--- config.mk ---
export PLATFORM = sky130hd
export DESIGN_NAME = bitmask_sparse_dequant_expand_top
export DESIGN_NICKNAME = d
export VERILOG_FILES = /design/src/rtl/core/bsde_pkg.sv /design/src/rtl/core/bsde_zc_div.sv /design/src/rtl/core/bsde_datapath.sv /design/src/rtl/core/bsde_ctrl.sv /design/src/rtl/core/bitmask_sparse_dequant_expand_top.sv
export VERILOG_INCLUDE_DIRS = /design/src /design/src/rtl/core
export SDC_FILE = /design/constraint.sdc
export NUM_CORES = 2
export LEC_CHECK = 0
export BUFFER_PORTS_ARGS = -buffer_cell sky130_fd_sc_hd__buf_4
export CORE_MARGIN = 2
export CORE_UTILIZATION = 65
export DETAILED_ROUTE_END_ITERATION = 16
export PLACE_DENSITY = 0.88
export SLEW_MARGIN = 10
export SYNTH_ARGS = -nofsm -noshare
export SYNTH_HDL_FRONTEND = slang
export SYNTH_SLANG_ARGS = --single-unit
--- constraint.sdc ---
create_clock -name clk_i -period 15.7 [get_ports clk_i]
set_input_delay 3.14 -clock clk_i [delete_from_list [all_inputs] [get_ports clk_i]]
set_output_delay 3.14 -clock clk_i [all_outputs]
set_load 0.01 [all_outputs]
--- src/rtl/core/assert_macros.svh ---
// Assertion macros shared by the core RTL files
`ifndef ASSERT_MACROS_SVH
`define ASSERT_MACROS_SVH

// Check a property at every clock edge outside reset
`define BSDE_ASSERT(label, prop, msg) \
  label: assert property (@(posedge clk_i) disable iff (!rst_ni) (prop)) else $error(msg);

// Check that a condition never holds outside reset
`define BSDE_ASSERT_NEVER(label, cond, msg) \
  label: assert property (@(posedge clk_i) disable iff (!rst_ni) !(cond)) else $error(msg);

`endif

--- src/rtl/core/bsde_pkg.sv ---
// Package with types and constants for the sparse bitmask dequant expander
`timescale 1ns / 1ps

package bsde_pkg;

  // Field widths
  localparam int CODE_BITS    = 16;
  localparam int WORD_BITS    = 32;
  localparam int VAL_W        = 32;
  localparam int POS_W        = 5;
  localparam int NPOS_W       = 6;
  localparam int WORD_LIMIT   = (WORD_BITS < 32) ? WORD_BITS : 32;

  // Code buffer
  localparam int DEPTH        = 64;
  localparam int PTR_W        = $clog2(DEPTH);
  localparam int CNT_W        = $clog2(DEPTH + 1);

  // Configuration port
  localparam int CFG_IDX_W    = 4;

  typedef enum logic [CFG_IDX_W-1:0] {
    CFG_MIN_VALUE = 4'd0,
    CFG_MAX_VALUE = 4'd1
  } cfg_reg_e;

  localparam logic signed [VAL_W-1:0] MIN_RESET = 32'sd0;
  localparam logic signed [VAL_W-1:0] MAX_RESET = 32'sd65536;

  // Dequant arithmetic widths
  localparam int DEN_W  = VAL_W + 1;             // max - min
  localparam int PROD_W = CODE_BITS + 1 + DEN_W; // code * span
  localparam int SUM_W  = PROD_W + 1;            // plus min * (2^m - 1)
  localparam int MAG_W  = SUM_W - 1;
  localparam int H_W    = MAG_W - CODE_BITS;
  localparam int S1_W   = H_W + 1;
  localparam int QA_W   = H_W + 1;
  localparam int H2_W   = S1_W - CODE_BITS;
  localparam int S2_W   = H2_W + 1;
  localparam int H3_W   = S2_W - CODE_BITS;
  localparam int S3_W   = CODE_BITS + 1;

  localparam logic [CODE_BITS:0] CODE_SPAN = {1'b0, {CODE_BITS{1'b1}}};

  // Zero code
  localparam int ZC_W = CODE_BITS + 2;
  localparam logic signed [ZC_W-1:0] ZC_LO    = -$signed(ZC_W'(2));
  localparam logic signed [ZC_W-1:0] ZC_HI    = ZC_W'(1) << CODE_BITS;
  localparam logic signed [ZC_W-1:0] ZC_RESET = '0;

  typedef enum logic {
    REQ_CODE  = 1'b0,
    REQ_FLAGS = 1'b1
  } req_type_e;

  typedef struct packed {
    req_type_e                req_type;
    logic [CODE_BITS-1:0]     code;
    logic [WORD_BITS-1:0]     flag_word;
    logic [NPOS_W-1:0]        valid_positions;
  } in_item_t;

  typedef struct packed {
    logic signed [VAL_W-1:0]  out_value;
    logic [POS_W-1:0]         position;
    logic                     last_of_word;
    logic                     underflow;
    logic                     overflow_seen;
  } out_item_t;

  // Controller to datapath
  typedef struct packed {
    logic              push;
    logic              load_word;
    logic              issue;
    logic              last;
    logic [POS_W-1:0]  pos;
  } dp_cmd_t;

  // Datapath to controller
  typedef struct packed {
    logic zc_busy;
    logic adv;
  } dp_status_t;

endpackage

--- src/rtl/core/bsde_zc_div.sv ---
// Iterative unit that derives the zero code from min and max
`timescale 1ns / 1ps
`include "assert_macros.svh"

module bsde_zc_div import bsde_pkg::*; (
  input  logic                    clk_i,
  input  logic                    rst_ni,
  input  logic                    start_i,
  input  logic signed [VAL_W-1:0] min_i,
  input  logic signed [VAL_W-1:0] max_i,
  output logic                    busy_o,
  output logic signed [ZC_W-1:0]  zc_o
);

  localparam int P_W    = DEN_W + CODE_BITS;
  localparam int DVD_W  = P_W - 1;
  localparam int REM_W  = VAL_W + 1;
  localparam int ITER_W = $clog2(DVD_W);
  localparam int RES_W  = DVD_W + 2;

  typedef enum logic [4:0] {
    DV_IDLE = 5'b00001,
    DV_LOAD = 5'b00010,
    DV_PREP = 5'b00100,
    DV_ITER = 5'b01000,
    DV_FIN  = 5'b10000
  } div_state_e;

  div_state_e state_q, state_d;

  logic signed [DEN_W-1:0] den_w;
  logic signed [DEN_W-1:0] num_q;
  logic [VAL_W-1:0]        den_abs_q;
  logic                    den_zero_q;
  logic signed [P_W-1:0]   p_w;
  logic [P_W-1:0]          pabs_w;
  logic                    pneg_q;
  logic                    ceil_q;
  logic [DVD_W-1:0]        dvd_q;
  logic [REM_W-1:0]        rem_q;
  logic [REM_W-1:0]        rem_sh;
  logic                    ge;
  logic [ITER_W-1:0]       cnt_q;
  logic signed [RES_W-1:0] qs;
  logic signed [RES_W-1:0] res;
  logic                    rz;
  logic signed [ZC_W-1:0]  zc_q;

  assign den_w  = DEN_W'(max_i) - DEN_W'(min_i);
  assign p_w    = $signed({num_q, {CODE_BITS{1'b0}}}) - P_W'(num_q);
  assign pabs_w = p_w[P_W-1] ? P_W'(-p_w) : P_W'(p_w);
  assign rem_sh = {rem_q[REM_W-2:0], dvd_q[DVD_W-1]};
  assign ge     = rem_sh >= {1'b0, den_abs_q};

  // Round the quotient by the sign of the product and the ceil/floor choice
  always_comb begin
    qs = RES_W'(dvd_q);
    rz = rem_q != '0;
    if (ceil_q) begin
      res = pneg_q ? -qs : qs + RES_W'(rz);
    end else begin
      res = pneg_q ? -qs - RES_W'(rz) : qs;
    end
  end

  always_comb begin
    state_d = state_q;
    case (state_q)
      DV_IDLE: if (start_i) state_d = DV_LOAD;
      DV_LOAD: state_d = DV_PREP;
      DV_PREP: state_d = den_zero_q ? DV_FIN : DV_ITER;
      DV_ITER: if (cnt_q == ITER_W'(DVD_W - 1)) state_d = DV_FIN;
      DV_FIN:  state_d = DV_IDLE;
      default: state_d = DV_IDLE;
    endcase
  end

  always_ff @(posedge clk_i or negedge rst_ni) begin
    if (!rst_ni) begin
      state_q <= DV_IDLE;
      zc_q    <= ZC_RESET;
    end else begin
      state_q <= state_d;
      if (state_q == DV_FIN) begin
        if (den_zero_q) begin
          zc_q <= ZC_LO;
        end else if (res < RES_W'(ZC_LO)) begin
          zc_q <= ZC_LO;
        end else if (res > RES_W'(ZC_HI)) begin
          zc_q <= ZC_HI;
        end else begin
          zc_q <= res[ZC_W-1:0];
        end
      end
    end
  end

  always_ff @(posedge clk_i) begin
    case (state_q)
      DV_LOAD: begin
        // Fold a negative span into the numerator sign
        den_abs_q  <= den_w[DEN_W-1] ? VAL_W'(-den_w) : VAL_W'(den_w);
        num_q      <= den_w[DEN_W-1] ? DEN_W'(min_i) : -DEN_W'(min_i);
        den_zero_q <= den_w == '0;
      end
      DV_PREP: begin
        pneg_q <= p_w[P_W-1];
        ceil_q <= $signed({num_q, 1'b0}) > $signed({2'b00, den_abs_q});
        dvd_q  <= pabs_w[DVD_W-1:0];
        rem_q  <= '0;
        cnt_q  <= '0;
      end
      DV_ITER: begin
        rem_q <= ge ? rem_sh - {1'b0, den_abs_q} : rem_sh;
        dvd_q <= {dvd_q[DVD_W-2:0], ge};
        cnt_q <= cnt_q + ITER_W'(1);
      end
      default: ;
    endcase
  end

  assign busy_o = state_q != DV_IDLE;
  assign zc_o   = zc_q;

  `BSDE_ASSERT(a_rem_below_divisor, (state_q == DV_ITER) |-> (rem_q < {1'b0, den_abs_q}), "zero code divider remainder out of range")

endmodule

--- src/rtl/core/bsde_datapath.sv ---
// Datapath: configuration, code buffer, and dequantization pipeline
`timescale 1ns / 1ps
`include "assert_macros.svh"

module bsde_datapath import bsde_pkg::*; (
  input  logic                 clk_i,
  input  logic                 rst_ni,
  input  dp_cmd_t              cmd_i,
  output dp_status_t           status_o,
  input  logic [CODE_BITS-1:0] code_i,
  input  logic [WORD_BITS-1:0] flag_word_i,
  input  logic                 cfg_valid_i,
  output logic                 cfg_ready_o,
  input  logic [CFG_IDX_W-1:0] cfg_index_i,
  input  logic [VAL_W-1:0]     cfg_data_i,
  output logic                 out_valid_o,
  input  logic                 out_stall_i,
  output out_item_t            out_item_o
);

  typedef struct packed {
    logic             valid;
    logic             use_code;
    logic             zero;
    logic [POS_W-1:0] pos;
    logic             last;
    logic             under;
    logic             ovf;
  } elem_meta_t;

  // Configuration
  logic signed [VAL_W-1:0] min_q;
  logic signed [VAL_W-1:0] max_q;
  logic signed [DEN_W-1:0] den_q;
  logic signed [ZC_W-1:0]  zc;
  logic                    zc_busy;
  logic                    cfg_wr;
  logic                    cfg_hit;

  // Code buffer
  logic [CODE_BITS-1:0] code_mem_q [DEPTH];
  logic [PTR_W-1:0]     wr_ptr_q, rd_ptr_q;
  logic [CNT_W-1:0]     held_q;
  logic                 full;
  logic                 push_ok;
  logic                 bit_set;
  logic                 pop;
  logic                 ovf_sticky_q;
  logic                 ovf_word_q;
  logic [WORD_BITS-1:0] flag_q;

  // Pipeline
  logic                    adv;
  elem_meta_t              m1_d, m1_q, m2_d, m2_q, m3_q, m4_q, m5_q;
  logic [CODE_BITS-1:0]    rd_code_q;
  logic signed [ZC_W-1:0]  code_ext;
  logic signed [PROD_W-1:0] prod_q;
  logic signed [SUM_W-1:0] min_scaled;
  logic signed [SUM_W-1:0] x_q;
  logic [SUM_W-1:0]        x_mag;
  logic [H_W-1:0]          h_q;
  logic [S1_W-1:0]         s1_q;
  logic                    neg4_q, neg5_q;
  logic [H2_W-1:0]         h2;
  logic [QA_W-1:0]         qa_q;
  logic [S2_W-1:0]         s2_q;
  logic [H3_W-1:0]         h3;
  logic [S3_W-1:0]         s3;
  logic [QA_W-1:0]         qsum;
  logic [VAL_W-1:0]        qmag;
  logic [VAL_W-1:0]        val;
  logic                    out_valid_q;
  out_item_t               out_q;

  // ---------------- configuration ----------------
  assign cfg_ready_o = !zc_busy;
  assign cfg_wr      = cfg_valid_i && cfg_ready_o;
  assign cfg_hit     = cfg_wr && (cfg_index_i inside {CFG_MIN_VALUE, CFG_MAX_VALUE});

  always_ff @(posedge clk_i or negedge rst_ni) begin
    if (!rst_ni) begin
      min_q <= MIN_RESET;
      max_q <= MAX_RESET;
      den_q <= DEN_W'(MAX_RESET) - DEN_W'(MIN_RESET);
    end else begin
      if (cfg_wr) begin
        case (cfg_index_i)
          CFG_MIN_VALUE: min_q <= cfg_data_i;
          CFG_MAX_VALUE: max_q <= cfg_data_i;
          default: ;
        endcase
      end
      den_q <= DEN_W'(max_q) - DEN_W'(min_q);
    end
  end

  bsde_zc_div u_zc_div (
    .clk_i  (clk_i),
    .rst_ni (rst_ni),
    .start_i(cfg_hit),
    .min_i  (min_q),
    .max_i  (max_q),
    .busy_o (zc_busy),
    .zc_o   (zc)
  );

  // ---------------- code buffer ----------------
  assign full    = held_q == CNT_W'(DEPTH);
  assign push_ok = cmd_i.push && !full;
  assign bit_set = flag_q[cmd_i.pos];
  assign pop     = cmd_i.issue && bit_set && (held_q != '0);

  always_ff @(posedge clk_i or negedge rst_ni) begin
    if (!rst_ni) begin
      wr_ptr_q     <= '0;
      rd_ptr_q     <= '0;
      held_q       <= '0;
      ovf_sticky_q <= 1'b0;
      ovf_word_q   <= 1'b0;
    end else begin
      if (push_ok) begin
        wr_ptr_q <= (wr_ptr_q == PTR_W'(DEPTH - 1)) ? '0 : wr_ptr_q + PTR_W'(1);
        held_q   <= held_q + CNT_W'(1);
      end else if (pop) begin
        rd_ptr_q <= (rd_ptr_q == PTR_W'(DEPTH - 1)) ? '0 : rd_ptr_q + PTR_W'(1);
        held_q   <= held_q - CNT_W'(1);
      end
      if (cmd_i.push && full) begin
        ovf_sticky_q <= 1'b1;
      end else if (cmd_i.load_word) begin
        // Report the dropped codes on every item of this word, then rearm
        ovf_word_q   <= ovf_sticky_q;
        ovf_sticky_q <= 1'b0;
      end
    end
  end

  always_ff @(posedge clk_i) begin
    if (push_ok) begin
      code_mem_q[wr_ptr_q] <= code_i;
    end
  end

  always_ff @(posedge clk_i) begin
    if (adv) begin
      rd_code_q <= code_mem_q[rd_ptr_q];
    end
  end

  always_ff @(posedge clk_i) begin
    if (cmd_i.load_word) begin
      flag_q <= flag_word_i;
    end
  end

  // ---------------- element pipeline ----------------
  // The whole pipe advances together and freezes while the output item waits
  assign adv = !out_valid_q || !out_stall_i;

  always_comb begin
    m1_d          = '0;
    m1_d.valid    = cmd_i.issue;
    m1_d.use_code = pop;
    m1_d.pos      = cmd_i.pos;
    m1_d.last     = cmd_i.last;
    m1_d.under    = bit_set && (held_q == '0);
    m1_d.ovf      = ovf_word_q;
  end

  assign code_ext = $signed({2'b00, rd_code_q});

  always_comb begin
    m2_d      = m1_q;
    // Clear bits, empty buffer and the two codes around zero all give zero
    m2_d.zero = !m1_q.use_code || (code_ext == zc) || (code_ext == zc + ZC_W'(1));
  end

  assign min_scaled = SUM_W'($signed({min_q, {CODE_BITS{1'b0}}})) - SUM_W'(min_q);
  assign x_mag      = x_q[SUM_W-1] ? SUM_W'(-x_q) : SUM_W'(x_q);

  // Divide by 2^m - 1 through folding: a = h*2^m + l = h*(2^m - 1) + (h + l)
  assign h2   = s1_q[S1_W-1:CODE_BITS];
  assign h3   = s2_q[S2_W-1:CODE_BITS];
  assign s3   = S3_W'(h3) + S3_W'(s2_q[CODE_BITS-1:0]);
  assign qsum = qa_q + QA_W'(h3) + QA_W'(s3 >= CODE_SPAN);
  assign qmag = qsum[VAL_W-1:0];
  assign val  = neg5_q ? -qmag : qmag;

  always_ff @(posedge clk_i or negedge rst_ni) begin
    if (!rst_ni) begin
      m1_q        <= '0;
      m2_q        <= '0;
      m3_q        <= '0;
      m4_q        <= '0;
      m5_q        <= '0;
      out_valid_q <= 1'b0;
    end else if (adv) begin
      m1_q        <= m1_d;
      m2_q        <= m2_d;
      m3_q        <= m2_q;
      m4_q        <= m3_q;
      m5_q        <= m4_q;
      out_valid_q <= m5_q.valid;
    end
  end

  always_ff @(posedge clk_i) begin
    if (adv) begin
      prod_q <= $signed({1'b0, rd_code_q}) * den_q;
      x_q    <= SUM_W'(prod_q) + min_scaled;
      neg4_q <= x_q[SUM_W-1];
      h_q    <= x_mag[MAG_W-1:CODE_BITS];
      s1_q   <= S1_W'(x_mag[MAG_W-1:CODE_BITS]) + S1_W'(x_mag[CODE_BITS-1:0]);
      neg5_q <= neg4_q;
      qa_q   <= QA_W'(h_q) + QA_W'(h2);
      s2_q   <= S2_W'(h2) + S2_W'(s1_q[CODE_BITS-1:0]);
      out_q.out_value     <= m5_q.zero ? '0 : $signed(val);
      out_q.position      <= m5_q.pos;
      out_q.last_of_word  <= m5_q.last;
      out_q.underflow     <= m5_q.under;
      out_q.overflow_seen <= m5_q.ovf;
    end
  end

  assign out_valid_o      = out_valid_q;
  assign out_item_o       = out_q;
  assign status_o.zc_busy = zc_busy;
  assign status_o.adv     = adv;

  `BSDE_ASSERT(a_held_matches_ptrs, held_q[PTR_W-1:0] == PTR_W'(wr_ptr_q - rd_ptr_q), "code count disagrees with buffer pointers")
  `BSDE_ASSERT(a_full_push_flags, (cmd_i.push && full) |=> ovf_sticky_q, "dropped code not flagged")
  `BSDE_ASSERT_NEVER(a_underflow_nonzero, out_valid_o && out_item_o.underflow && (out_item_o.out_value != '0), "underflow item carries a nonzero value")

endmodule

--- src/rtl/core/bsde_ctrl.sv ---
// Controller: accepts items and steps through the positions of a flag word
`timescale 1ns / 1ps
`include "assert_macros.svh"

module bsde_ctrl import bsde_pkg::*; (
  input  logic              clk_i,
  input  logic              rst_ni,
  input  logic              in_valid_i,
  input  req_type_e         req_type_i,
  input  logic [NPOS_W-1:0] valid_positions_i,
  output logic              in_stall_o,
  input  dp_status_t        status_i,
  output dp_cmd_t           cmd_o
);

  typedef enum logic [1:0] {
    ST_IDLE = 2'b01,
    ST_RUN  = 2'b10
  } ctrl_state_e;

  ctrl_state_e       state_q, state_d;
  logic [POS_W-1:0]  pos_q, pos_d;
  logic [NPOS_W-1:0] n_q, n_d;
  logic [NPOS_W-1:0] n_sat;
  logic              accept;
  logic              last;

  assign n_sat = (valid_positions_i > NPOS_W'(WORD_LIMIT)) ? NPOS_W'(WORD_LIMIT)
                                                          : valid_positions_i;
  assign in_stall_o = (state_q != ST_IDLE) || status_i.zc_busy;
  assign accept     = in_valid_i && !in_stall_o;
  assign last       = ({1'b0, pos_q} + NPOS_W'(1)) == n_q;

  always_comb begin
    state_d   = state_q;
    pos_d     = pos_q;
    n_d       = n_q;
    cmd_o     = '0;
    cmd_o.pos = pos_q;
    cmd_o.last = last;
    case (state_q)
      ST_IDLE: begin
        if (accept) begin
          case (req_type_i)
            REQ_CODE: cmd_o.push = 1'b1;
            REQ_FLAGS: begin
              // A word with no positions emits nothing and keeps the sticky flag
              if (n_sat != '0) begin
                cmd_o.load_word = 1'b1;
                n_d             = n_sat;
                pos_d           = '0;
                state_d         = ST_RUN;
              end
            end
            default: ;
          endcase
        end
      end
      ST_RUN: begin
        if (status_i.adv) begin
          cmd_o.issue = 1'b1;
          pos_d       = pos_q + POS_W'(1);
          if (last) state_d = ST_IDLE;
        end
      end
      default: state_d = ST_IDLE;
    endcase
  end

  always_ff @(posedge clk_i or negedge rst_ni) begin
    if (!rst_ni) begin
      state_q <= ST_IDLE;
      pos_q   <= '0;
      n_q     <= '0;
    end else begin
      state_q <= state_d;
      pos_q   <= pos_d;
      n_q     <= n_d;
    end
  end

  `BSDE_ASSERT(a_pos_in_word, (state_q == ST_RUN) |-> ({1'b0, pos_q} < n_q), "position beyond word length")
  `BSDE_ASSERT(a_load_enters_run, cmd_o.load_word |=> (state_q == ST_RUN), "flag word loaded without stepping")

endmodule

--- src/rtl/core/bitmask_sparse_dequant_expand_top.sv ---
// Top level of the sparse bitmask expander with uniform dequantization
`timescale 1ns / 1ps
// Usage:
//   Input channel (in_valid_i / in_stall_o / in_item_i): req_type REQ_CODE
//   pushes one code into a 64-entry buffer; REQ_FLAGS supplies a flag word
//   and yields one output item per valid position, lowest first.
//   Set bits take the next buffered code, clear bits give zero.
//   Output channel (out_valid_o / out_stall_i / out_item_o): registered.
//   The first item of a word passes the issue step, the element pipeline
//   registers and the output register; later items follow one per cycle
//   while the output is not stalled. A word of n positions stalls the input
//   until its last position is issued, one issue per position.
//   Config channel (cfg_valid_i / cfg_ready_o): a write to min or max starts
//   the zero-code divider, one quotient bit per cycle; cfg_ready_o and the
//   input channel are held off until it finishes.
//   Reset: buffer empty, min 0.0, max 1.0, zero code 0; no clearing pass.
//   Output stall freezes the whole element pipeline; nothing is dropped.
module bitmask_sparse_dequant_expand_top import bsde_pkg::*; (
  input  logic                 clk_i,
  input  logic                 rst_ni,
  input  logic                 in_valid_i,
  output logic                 in_stall_o,
  input  in_item_t             in_item_i,
  output logic                 out_valid_o,
  input  logic                 out_stall_i,
  output out_item_t            out_item_o,
  input  logic                 cfg_valid_i,
  output logic                 cfg_ready_o,
  input  logic [CFG_IDX_W-1:0] cfg_index_i,
  input  logic [VAL_W-1:0]     cfg_data_i
);

  dp_cmd_t    cmd;
  dp_status_t status;

  bsde_ctrl u_ctrl (
    .clk_i            (clk_i),
    .rst_ni           (rst_ni),
    .in_valid_i       (in_valid_i),
    .req_type_i       (in_item_i.req_type),
    .valid_positions_i(in_item_i.valid_positions),
    .in_stall_o       (in_stall_o),
    .status_i         (status),
    .cmd_o            (cmd)
  );

  bsde_datapath u_datapath (
    .clk_i      (clk_i),
    .rst_ni     (rst_ni),
    .cmd_i      (cmd),
    .status_o   (status),
    .code_i     (in_item_i.code),
    .flag_word_i(in_item_i.flag_word),
    .cfg_valid_i(cfg_valid_i),
    .cfg_ready_o(cfg_ready_o),
    .cfg_index_i(cfg_index_i),
    .cfg_data_i (cfg_data_i),
    .out_valid_o(out_valid_o),
    .out_stall_i(out_stall_i),
    .out_item_o (out_item_o)
  );

endmodule
* Word level (Yosys, flattened, before mapping)
Memory sizes are Yosys's and may differ from the RTL's. A register that Yosys moved wholly into a read port is not among the register bits.
Cells that the tools add are included.
** Word-level totals
- Register bits after elaboration :: 654
- Memory bits (writable) :: 1024
- Input bits :: 96
- Output and inout port bits :: 43
- Logic and storage cells :: 213
- Memories kept :: 1
** Memory list
- u_datapath.code_mem_q :: depth 64, width 16, read ports 1, clocked after memory_dff 1, wr ports 1, RTL line bsde_datapath.sv:41 : logic [CODE_BITS-1:0] code_mem_q [DEPTH];
** Operators by class
- $add $sub $neg :: 27
- $mul :: 1
- $lt $le $gt $ge :: 7
- Equal/unequal tests :: 24
- Multiplexer cells :: 48
- Bitwise operators :: 2
- Reduce and logical (&&, ||, !) cells :: 37
** Operator list (count)
- 50-bit two-way mux :: 4
- 48-bit case mux with 2 select lines :: 1
- 33-bit two-way mux :: 2
- 33-bit case mux with 2 select lines :: 1
- 32-bit two-way mux :: 2
- 32-bit negator :: 2
- 18-bit two-way mux :: 3
- 50-bit by 49-bit adder with 51-bit output :: 1
- 50-bit by 18-bit greater-than comparator with 1-bit output, second input constant :: 1
- 50-bit by 2-bit less-than comparator with 1-bit output, second input constant :: 1
- 17-bit by 33-bit multiplier with 50-bit output :: 1
- 48-bit negator with 50-bit output :: 1
- 50-bit negator :: 1
- 50-bit by 1-bit subtractor with 50-bit output :: 1
- 48-bit by 1-bit adder with 49-bit output :: 1
- 48-bit by 32-bit subtractor with 49-bit output :: 1
- 49-bit by 33-bit subtractor with 49-bit output :: 1
- 48-bit two-way mux :: 1
- 48-bit negator :: 1
- 17-bit by 18-bit == test with 1-bit output :: 2
- 34-bit by 16-bit adder with 35-bit output :: 1
- 5-bit two-way mux :: 7
- 34-bit by 33-bit greater-than comparator with 1-bit output :: 1
- 33-bit by 32-bit greater-or-equal comparator with 1-bit output :: 1
- 54 further kinds :: 107

* Depth between registers and ports, before layout
- Depth in word-level cells :: 10
- Depth in mapped cells :: 28
- Mapped depth without buffers :: 26

* Modules after synthesis
A second synthesis with hierarchy kept.
** Second synthesis, totals
- Cell total of the unflattened synthesis :: 8690
- Area, all modules :: 106325.7 µm²
** Modules (own cells, without submodules)
- bsde_datapath :: times used 1, cells an instance 6062, area each 85007.8 µm², seq. area each 44290.0 µm²
- bsde_zc_div :: times used 1, cells an instance 2545, area each 20537.2 µm², seq. area each 5231.3 µm²
- bsde_ctrl :: times used 1, cells an instance 83, area each 780.7 µm², seq. area each 326.6 µm²

* Worst setup path before layout
Ideal clock, no wire load.
- Kind :: input to register
- Start point :: input out_stall_i
- End point :: register u_datapath.h_q[0], enable pin
- Setup time :: 0.752 ns
- Data arrival time :: 11.218 ns
- Data required time :: 14.948 ns
- Setup slack :: 3.730 ns
- Cell stages on the path :: 4
- Buffers on the path :: 2
- Cell sequence :: and2_1 > clkbuf_1 > clkinv_1 > clkbuf_1
** On the way
- Word-level cells in the longest chain between the ends :: 2
** Ends and longest elaborated chain
- start: declaration :: RTL line bitmask_sparse_dequant_expand_top.sv:25 : input logic out_stall_i,
- 1-bit zero test :: RTL line bsde_datapath.sv:158 : assign adv = !out_valid_q || !out_stall_i;
- 1-bit logical OR :: RTL line bsde_datapath.sv:158
- named net u_datapath.adv :: RTL line bsde_datapath.sv:53 : logic adv;
- end signal: assignment :: RTL line bsde_datapath.sv:212 : h_q <= x_mag[MAG_W-1:CODE_BITS];
- end: declaration :: RTL line bsde_datapath.sv:61 : logic [H_W-1:0] h_q;
The timed path passes the listed nets, and every way through them passes these cells.
A chain may end at the register's enable or synchronous reset.

* Worst setup path after layout
- Start point :: register u_datapath.den_q[18]
- End point :: register u_datapath.prod_q[47], data pin
** On the way
- Word-level cells in the longest chain between the ends :: 1
** Ends and longest elaborated chain
- start: declaration :: RTL line bsde_datapath.sv:34 : logic signed [DEN_W-1:0] den_q;
- start signal: assignment :: RTL line bsde_datapath.sv:84 : den_q <= DEN_W'(MAX_RESET) - DEN_W'(MIN_RESET);
- start signal: assignment :: RTL line bsde_datapath.sv:93 : den_q <= DEN_W'(max_q) - DEN_W'(min_q);
- 17-bit by 33-bit multiplier with 50-bit output :: RTL line bsde_datapath.sv:209 : prod_q <= $signed({1'b0, rd_code_q}) * den_q;
- end signal: assignment :: RTL line bsde_datapath.sv:209
- end: declaration :: RTL line bsde_datapath.sv:57 : logic signed [PROD_W-1:0] prod_q;
No other way between the ends.

==> flow_summary.ini <==
[drt]
dr_total_vias = 73910
drt_first_pass_iters = 9
ant_nets = 0
drt_iter0_drc = 10070
drc_errors = 0
routed_via_density = 6.76
drt_wl_total_um = 317000
route.detailed.wl_per_inst_um = 29.0

[sta]
fin_ws_ns = 7.28
rsz0062_at_grt = no
slew_headroom = 0.112
period_share = 0.536
finalSetupViolCount = 0
slew_violations = 0
fmax_mhz = 119
finClkSkew_ns = 0.0987
min_period_ns = 8.42
hold_violations = 0
worstMarginPinSlew_ns = 1.33
fin_tns_setup_ns = 0

[clocking]
cts_hold_buf = 0
clock_sinks = 1694
cts_max_level = 4
cts_tree = built
cts-resized-gates = 0
cts.clk_slew.worst_paths_ns = 0.08
clockBufferDepth = 3
clock_latency_ns = 0.89
cts_buffers = 170
cts-root-buf = clkbuf_16
post-cts-setup-buffers = 0

[final_layout]
drive_above_1_share = 0.113
nNetsFinal = 9668
syn2layout_area_growth_pct = 8.20
final_util = 0.706

[synth]
yosys.cell_types.count = 105
synth_edf_count = 1489
synth_area_um2 = 105000
ys_seq_area_frac = 0.477
async_flop_share = 0.121
post-synth-top-count-cell = edfxtp_1
ys.flop_type = edfxtp_1
syn_inst = 8602
synth_top_area_frac = 0.428
syn_area_per_cell_um2 = 12.2
ys_ff_latch = 1694
synth_fp_nets = 9639
synthTopCellsByArea = edfxtp_1 43%, fa_1 10%, mux4_2 7.5%, dfrtp_1 4.8%, ha_1 4.8%
yosysWarnings = 0
synth_area_leader_cell = edfxtp_1
synth_commonest_cells = 1489 x edfxtp_1, 952 x inv_1, 873 x nand2_1

[place]
port_buffers = 138
place.gp.congestion = 0.990
pre_cts_slack_ns = 7.80
place_hpwl_um = 209000

[worst_setup_path]
required_ns = 16.25
cp.arrival_ns = 8.97
cpMaxStageDelayCell = dfrtp_1
crit_path_start_kind = flop
crit_top_cell = fa_1
path_buf_inv = 5
endpoint_kind = flop
path_max_fanout = 16
critPathTopFamily = adder cells
cp_slowest_stage_delay_ns = 0.95
criticalPathCategory = flop to flop

[floorplanning]
num_rows = 147
initial_core_util = 0.653
die_y_um = 405
ioPinCount = 139
core_um2 = 160000
die_w_um = 405
dieArea_um2 = 164000

[global_route]
grt.total_usage = 0.390
antenna_found_initial = 20
grt_max_degree = 204
grt_pass1_vias = 74206
grt-ovfl-total = 0
grt_pass1_wl_um = 471000

[status]
outcome = finished clean

[min_path]
min_path_type = flop to flop

[flow_run]
cap_violations = 0
area by class of cell:
type / count / area, um2
Sequential cell: 1694 / 49900
Multi-Input combinational cell: 5581 / 49800
Fill cell: 10047 / 47100
Clock buffer: 228 / 4630
Inverter: 955 / 3590
Tap cell: 2160 / 2700
Timing Repair Buffer: 229 / 1740
Clock inverter: 81 / 761
Antenna cell: 6 / 15.0
final timing paths:
kind	depth (start not counted)	endpoint	start	slack (ns)
max in group asynchronous	3	u_datapath.max_q[11]	rst_ni	11.11
hold reg to reg	0	u_datapath.out_item_o[2]	u_datapath.m5_q[2]	0.45
hold / removal	0	u_datapath.out_item_o[2]	u_datapath.m5_q[2]	0.45
min in group asynchronous	1	u_datapath.m5_q[6]	rst_ni	2.31
setup reg to reg	26	u_datapath.prod_q[47]	u_datapath.den_q[18]	7.28
setup / recovery	26	u_datapath.prod_q[47]	u_datapath.den_q[18]	7.28
cell families after synthesis:
logic type / count (synthesis) / share of synthesized area
compound gates: 1188 / 0.0744
xor+xnor: 600 / 0.0503
fa+ha+maj: 941 / 0.152
buf+inv: 1327 / 0.0480
flops: 1694 / 0.477
mux: 440 / 0.0842
simple gates: 2412 / 0.115
per-stage QoR:
step	hold WS, ns	cell area (um2)	instances
4_1_cts	0.450	113000	10928
3_5_place_dp	0.437	108000	10619
2_1_floorplan	0.400	105000	8602
5_1_grt	0.468	113000	10929
6_report	0.450	113000	10934
3_3_place_gp	0.433	108000	10619
metal layers:
| metal | vias to the layer above | global-route usage | routed length (um) |
|---|---|---|---|
| li1 | 30713 | - | - |
| met1 | 36384 | 0.473 | 107000 |
| met2 | 5333 | 0.622 | 150000 |
| met3 | 1458 | 0.103 | 34800 |
| met4 | 22 | 0.252 | 25400 |
| met5 | - | 0.00446 | 218 |
placed cells by master (no fill, tap or decap), types with 197 or more instances in the layout:
| master | instances |
|---|---|
| edfxtp_1 | 1489 |
| inv_1 | 951 |
| nand2_1 | 872 |
| fa_1 | 544 |
| xnor2_1 | 431 |
| nor2_1 | 398 |
| ha_1 | 397 |
| mux4_2 | 347 |
| o21ai_0 | 296 |
| a21oi_1 | 283 |
| buf_4 | 227 |
| and2_1 | 205 |
| dfrtp_1 | 197 |
state kept, by name (all words and copies together) (netlist names), 35 cells and up:
signal,cells
u_datapath.s1_q,35
u_datapath.x_q,51
u_datapath.out_item_o,40
u_datapath.code_mem_q,1024
u_datapath.prod_q,50
u_datapath.u_zc_div.dvd_q,48
Power is left out: the tool's default activity adds up to more than one toggle a clock period on the data nets, which glitch-free logic cannot reach.
